`config.mk`:
```
export PLATFORM = sky130hd
export DESIGN_NAME = bmf_ctrl
export DESIGN_NICKNAME = d
export VERILOG_FILES = /design/src/rtl/bmf_pkg.sv /design/src/rtl/bmf_ctrl.sv
export SDC_FILE = /design/constraint.sdc
export NUM_CORES = 1
export LEC_CHECK = 0
export BUFFER_PORTS_ARGS = -buffer_cell sky130_fd_sc_hd__buf_2
export CAP_MARGIN = 10
export CORE_AREA = 3 3 40 42
export CTS_BUF_LIST = sky130_fd_sc_hd__clkbuf_8
export DETAILED_ROUTE_END_ITERATION = 7
export DIE_AREA = 0 0 43 45
export SETUP_SLACK_MARGIN = 0.3
export SKIP_CTS_REPAIR_TIMING = 1
export SLEW_MARGIN = 20
export SYNTH_ARGS = -nofsm -noshare
export SYNTH_HDL_FRONTEND = slang
export SYNTH_SLANG_ARGS = --single-unit
```
`constraint.sdc`:
```
create_clock -name clk -period 3.56 [get_ports clk]
set_input_delay 1.068 -clock clk [delete_from_list [all_inputs] [get_ports clk]]
set_output_delay 1.068 -clock clk [all_outputs]
set_load 0.005 [all_outputs]
```
`src/rtl/bmf_pkg.sv`:
```
// ----------------------------------------------------------------------------
// bmf_pkg
// Shared constants, types and state codes of the 5x5 box mean filter.
// ----------------------------------------------------------------------------
package bmf_pkg;

    localparam int MAX_WIDTH  = 1024;
    localparam int MAX_HEIGHT = 1024;

    localparam int CFG_W  = 11;                          // configuration register width
    localparam int CW     = $clog2(MAX_WIDTH);           // column index
    localparam int WW     = CW + 1;                      // width value, 1..MAX_WIDTH
    localparam int RW     = $clog2(MAX_HEIGHT + 2);      // row position incl. drain rows
    localparam int NBANK  = 4;
    localparam int BANK_W = 2;
    localparam int PIX_W  = 8;
    localparam int CSUM_W = 11;                          // column sum, up to 5*255
    localparam int WSUM_W = 13;                          // window sum, up to 25*255 + 12
    localparam int CNT_W  = 5;                           // pixel count, 1..25
    localparam int NR_W   = 3;                           // rows or columns, 1..5
    localparam int OIDX_W = 10;                          // output row / column field

    localparam logic REG_IMAGE_WIDTH  = 1'b0;
    localparam logic REG_IMAGE_HEIGHT = 1'b1;

    typedef enum logic [2:0] {
        ST_IDLE,
        ST_CALC,
        ST_START,
        ST_DIV,
        ST_OUT
    } bmf_state_t;

    typedef struct packed {
        logic accept;       // item taken: latch it and start the line reads
        logic calc;         // update column sums, line store and position
        logic div_start;    // pick up the next result and start the divider
        logic next_result;  // current result taken
    } bmf_cmd_t;

    typedef struct packed {
        logic drop_item;    // drain step outside the drain: no effect
        logic no_result;    // this item gives no result (valid in ST_CALC)
        logic last_result;  // current result is the last of the item
        logic div_done;
    } bmf_status_t;

endpackage

```
`src/rtl/bmf_ctrl.sv`:
```
// ----------------------------------------------------------------------------
// bmf_ctrl
// Sequencer: take item, update sums, then divide and hand out each result.
// ----------------------------------------------------------------------------
module bmf_ctrl (
    input  logic                  clk,
    input  logic                  rst_n,
    input  logic                  in_valid,
    output logic                  in_ready,
    output logic                  out_valid,
    input  logic                  out_ready,
    input  bmf_pkg::bmf_status_t  status,
    output bmf_pkg::bmf_cmd_t     cmd
);
    import bmf_pkg::*;

    bmf_state_t state_reg, state_next;

    always_comb
    begin
        state_next = state_reg;
        unique case (state_reg)
            ST_IDLE:
            begin
                if (in_valid && !status.drop_item)
                begin
                    state_next = ST_CALC;
                end
            end
            ST_CALC:
            begin
                state_next = status.no_result ? ST_IDLE : ST_START;
            end
            ST_START:
            begin
                state_next = ST_DIV;
            end
            ST_DIV:
            begin
                if (status.div_done)
                begin
                    state_next = ST_OUT;
                end
            end
            ST_OUT:
            begin
                if (out_ready)
                begin
                    state_next = status.last_result ? ST_IDLE : ST_START;
                end
            end
            default:
            begin
                state_next = ST_IDLE;
            end
        endcase
    end

    always_comb
    begin
        in_ready        = 1'b0;
        out_valid       = 1'b0;
        cmd             = '0;
        unique case (state_reg)
            ST_IDLE:
            begin
                in_ready   = 1'b1;
                cmd.accept = in_valid;
            end
            ST_CALC:
            begin
                cmd.calc = 1'b1;
            end
            ST_START:
            begin
                cmd.div_start = 1'b1;
            end
            ST_DIV:
            begin
            end
            ST_OUT:
            begin
                out_valid       = 1'b1;
                cmd.next_result = out_ready;
            end
            default:
            begin
            end
        endcase
    end

    always_ff @(posedge clk or negedge rst_n)
    begin
        if (!rst_n)
        begin
            state_reg <= ST_IDLE;
        end
        else
        begin
            state_reg <= state_next;
        end
    end

endmodule

```
* Yosys cells after proc, flatten, opt, wreduce, memory -nomap -nowiden *
Cells that the tools add are included.

storage, ports and cells
  flip-flop bits (word level) = 3
  input port bits = 8
  word-level logic and storage cells = 24

operators by class
  eq/ne operators = 7
  mux-type cells = 12
  reduce and logical (&&, ||, !) cells = 4

operator list
  kind                  number
  $pmux W3 S5           1
  $mux W3               3
  $eq A3 B2 Y1 const B  2
  $mux W1               6
  $ne A2 B2 Y1 const B  3
  $mux W2               2
  $eq A3 B1 Y1 const B  1
  $eq A3 B3 Y1 const B  1
  $logic_not A3 Y1      1
  $reduce_and A3 Y1     1
  $logic_and A1 B1 Y1   1
  $logic_not A1 Y1      1

* Depth between registers and ports, before layout *
  depth after elaboration = 4
  mapped depth = 4
  gate-level depth less buffers = 3

* Least setup slack after synthesis *
OpenSTA, ideal clock, no wires.

  kind = input to output
  start = in out_ready
  end = out cmd[0] in the netlist's numbering
  arrival = 1.220 ns
  slack = 1.272 ns
  stages on the path = 1
  path buffers = 0
  path through = and3_1

between the ends
  longest elaborated chain between the ends = 1

RTL lines
  what             RTL line        text
  start, declared  bmf_ctrl.sv:11  input logic out_ready,
  $mux W1          bmf_ctrl.sv:64  unique case (state_reg)
  end, declared    bmf_ctrl.sv:13  output bmf_pkg::bmf_cmd_t cmd

No other way between the ends.

==> flow_metrics.tcl <==
set metrics [dict create \
    status "finished clean" \
    finalCritPeriodShare_pct 70.6 \
    worst-endpoint-arrival_ns 1.45 \
    n_antenna_cell 0 \
    r2r_end "state_reg[1]$_DFFE_PN0P_" \
    syn_area_um2 225 \
    p_leak_nw 0.173 \
    rsz0062_at_grt "false" \
    htree_levels 1 \
    die_w_um 43 \
    grtUsageTotal_pct 6.43 \
    grt_overflow 0 \
    die-area_um2 1940 \
    path_clk_slew_ns 0.03 \
    cts_made_buffers 3 \
    hold_path_class "in -> async" \
    fp.coreArea_um2 1280 \
    regToRegSetupSlack_ns 2.36 \
    fin_crit_ns 2.51 \
    num-fill-cells 145 \
    synth_cells 25 \
    max_stage_delay_ns 0.15 \
    grt_pass1_wl_um 828 \
    p_total_mw 0.269 \
    largest_register_ffs 3 \
    wl_um 555 \
    chipHeight_um 45 \
    grt_max_degree 12 \
    yosys.cell_types.count 20 \
    crit_start "out_ready" \
    yosysSeqAreaShare_pct 33.3 \
    synth_fp_nets 33 \
    final_cell_mix "buf_2 (13), clkbuf_8 (3), dfrtp_1 (3)" \
    critPathRequiredTime_ns 2.49 \
    drt_iter0_markers 5 \
    antenna_found_initial 0 \
    worstSetupPathType "in -> out" \
    finalNetCount 49 \
    hold_violations 0 \
    dp_hpwl_um 410 \
    vias 230 \
    insertion_delay_ns 0.22 \
    met1_length_um 242 \
    fmaxAchievable_ghz 0.398 \
    clock_sinks 3 \
    ir_drop_mv 0.236 \
    drc 0 \
    start_kind "input pin" \
    synth.area.top_cells "dfrtp_1 (33%), nor3b_1 (6.7%), nor4b_2 (6.7%), nor3b_2 (5.6%), a21oi_1 (4.4%)" \
    synth-seq-cells 3 \
    avgSynthCellArea_um2 9.01 \
    io_buffers 13 \
    critPathMaxFanout 3 \
    yosys_warnings 0 \
    final_common_cell "buf_2" \
    p_per_area_nw_per_um2 781 \
    area_growth_pct 52.8 \
    postRouteAntennaNets 0 \
    dr.pass1.iters 3 \
    maxCapViolCount 0 \
    synth_top_area_share_pct 33.3 \
    crit_path_frequent_cell "buf_2" \
    rows 13 \
    rr_worst_depth 3 \
    final.setup_skew_ns 0.000318 \
    cts_tree "built" \
    cpMaxStageDelayCell "and3_1" \
    grt_pass1_vias 207 \
    final-setup-viol-count 0 \
    top_layer_used "met4" \
    wl_met3_um 71 \
    setup_tns_ns 0 \
    worstReg2RegStart "state_reg[1]$_DFFE_PN0P_" \
    crit_path_end_kind "output pin" \
    slew_viol_final 0 \
    endpoint "cmd[0]" \
    wl_met2_um 214 \
    clock_path_buffers 2 \
    synth_top_cell_by_area "dfrtp_1" \
    viasPerCell 4.18 \
    ioPinCount 14 \
    drive_above_1_share_pct 45.0 \
    cts_root_buf "clkbuf_8" \
    avgRoutedWirePerCell_um 10.1 \
    tightest_slew_ns 0.336 \
    path_cells "buf_2 -> and3_1 -> buf_2" \
    start_util_pct 17.5 \
    gp_congestion 0.702 \
    slew_headroom_pct 77.6 \
]
worst min-delay path by stage:
stage                                   startpoint                  endpoint  depth (start not counted)  slack, ns
after global placement    state_reg[2]$_DFFE_PN0P_  state_reg[0]$_DFFE_PN0P_                          1       0.65
final                                        rst_n  state_reg[0]$_DFFE_PN0P_                          1       0.64
after CTS                                    rst_n  state_reg[0]$_DFFE_PN0P_                          1       0.64
after floorplan           state_reg[2]$_DFFE_PN0P_  state_reg[0]$_DFFE_PN0P_                          2       0.60
after detailed placement  state_reg[2]$_DFFE_PN0P_  state_reg[0]$_DFFE_PN0P_                          1       0.65
after global routing                         rst_n  state_reg[0]$_DFFE_PN0P_                          1       0.64
cell type report:
type	count	area, um^2	share of cell area [%]
inverters	1	3.75	1.09
well taps	15	18.8	5.45
clock inverters	1	3.75	1.09
repair buffers	13	65.1	18.9
clock buffers	3	41.3	12.0
flip-flops and latches	3	75.1	21.8
multi-input cells	19	136	39.6
stage by stage:
stage / hold slack (ns) / setup slack (ns) / cells / area, um^2 / util, %
after detailed placement: 0.646 / 1.05 / 51 / 299 / 23.3
after global placement: 0.652 / 1.05 / 51 / 299 / 23.3
after global routing: 0.636 / 1.02 / 55 / 344 / 26.8
after CTS: 0.636 / 1.05 / 55 / 344 / 26.8
final: 0.638 / 1.05 / 55 / 344 / 26.8
after floorplan: 0.600 / 1.27 / 25 / 225 / -
critical path, delay by kind of cell:
kind,cells,cell delay (ns)
buffers and inverters,2,0.23
and+or+nand+nor,1,0.15
cells in the mapped netlist:
| cell | number |
|---|---|
| a21oi_1 | 2 |
| and2_1 | 1 |
| and3_1 | 1 |
| buf_2 | 2 |
| dfrtp_1 | 3 |
| inv_1 | 1 |
| mux2i_1 | 1 |
| nand2_1 | 1 |
| nand2b_1 | 1 |
| nand4b_1 | 1 |
| nor2_1 | 1 |
| nor2b_1 | 1 |
| nor3_1 | 1 |
| nor3b_1 | 2 |
| nor3b_2 | 1 |
| nor4_1 | 1 |
| nor4b_1 | 1 |
| nor4b_2 | 1 |
| o21ai_0 | 1 |
| o21bai_1 | 1 |
power breakdown:
group	internal [mW]	total [mW]	leakage (nW)	switching, mW
Clock	0.0734	0.0963	0.0269	0.0229
Sequential	0.0471	0.0782	0.0397	0.0311
Combinational	0.0547	0.0941	0.106	0.0393
Total	0.175	0.269	0.173	0.0934
per-layer routing:
metal  GRT usage [%]  vias to the layer above
met3            3.59                        3
met2            6.89                       13
met4            9.04                        0
li1                -                      120
met1            7.28                       94
met5               0                        -
cells by family after synthesis:
family | after synthesis | synth area share, %
flops | 3 | 33.3
compound gates | 4 | 10.0
simple gates | 14 | 46.1
buf+inv | 3 | 6.11
mux | 1 | 4.44
(Power assumes the default switching activity.)
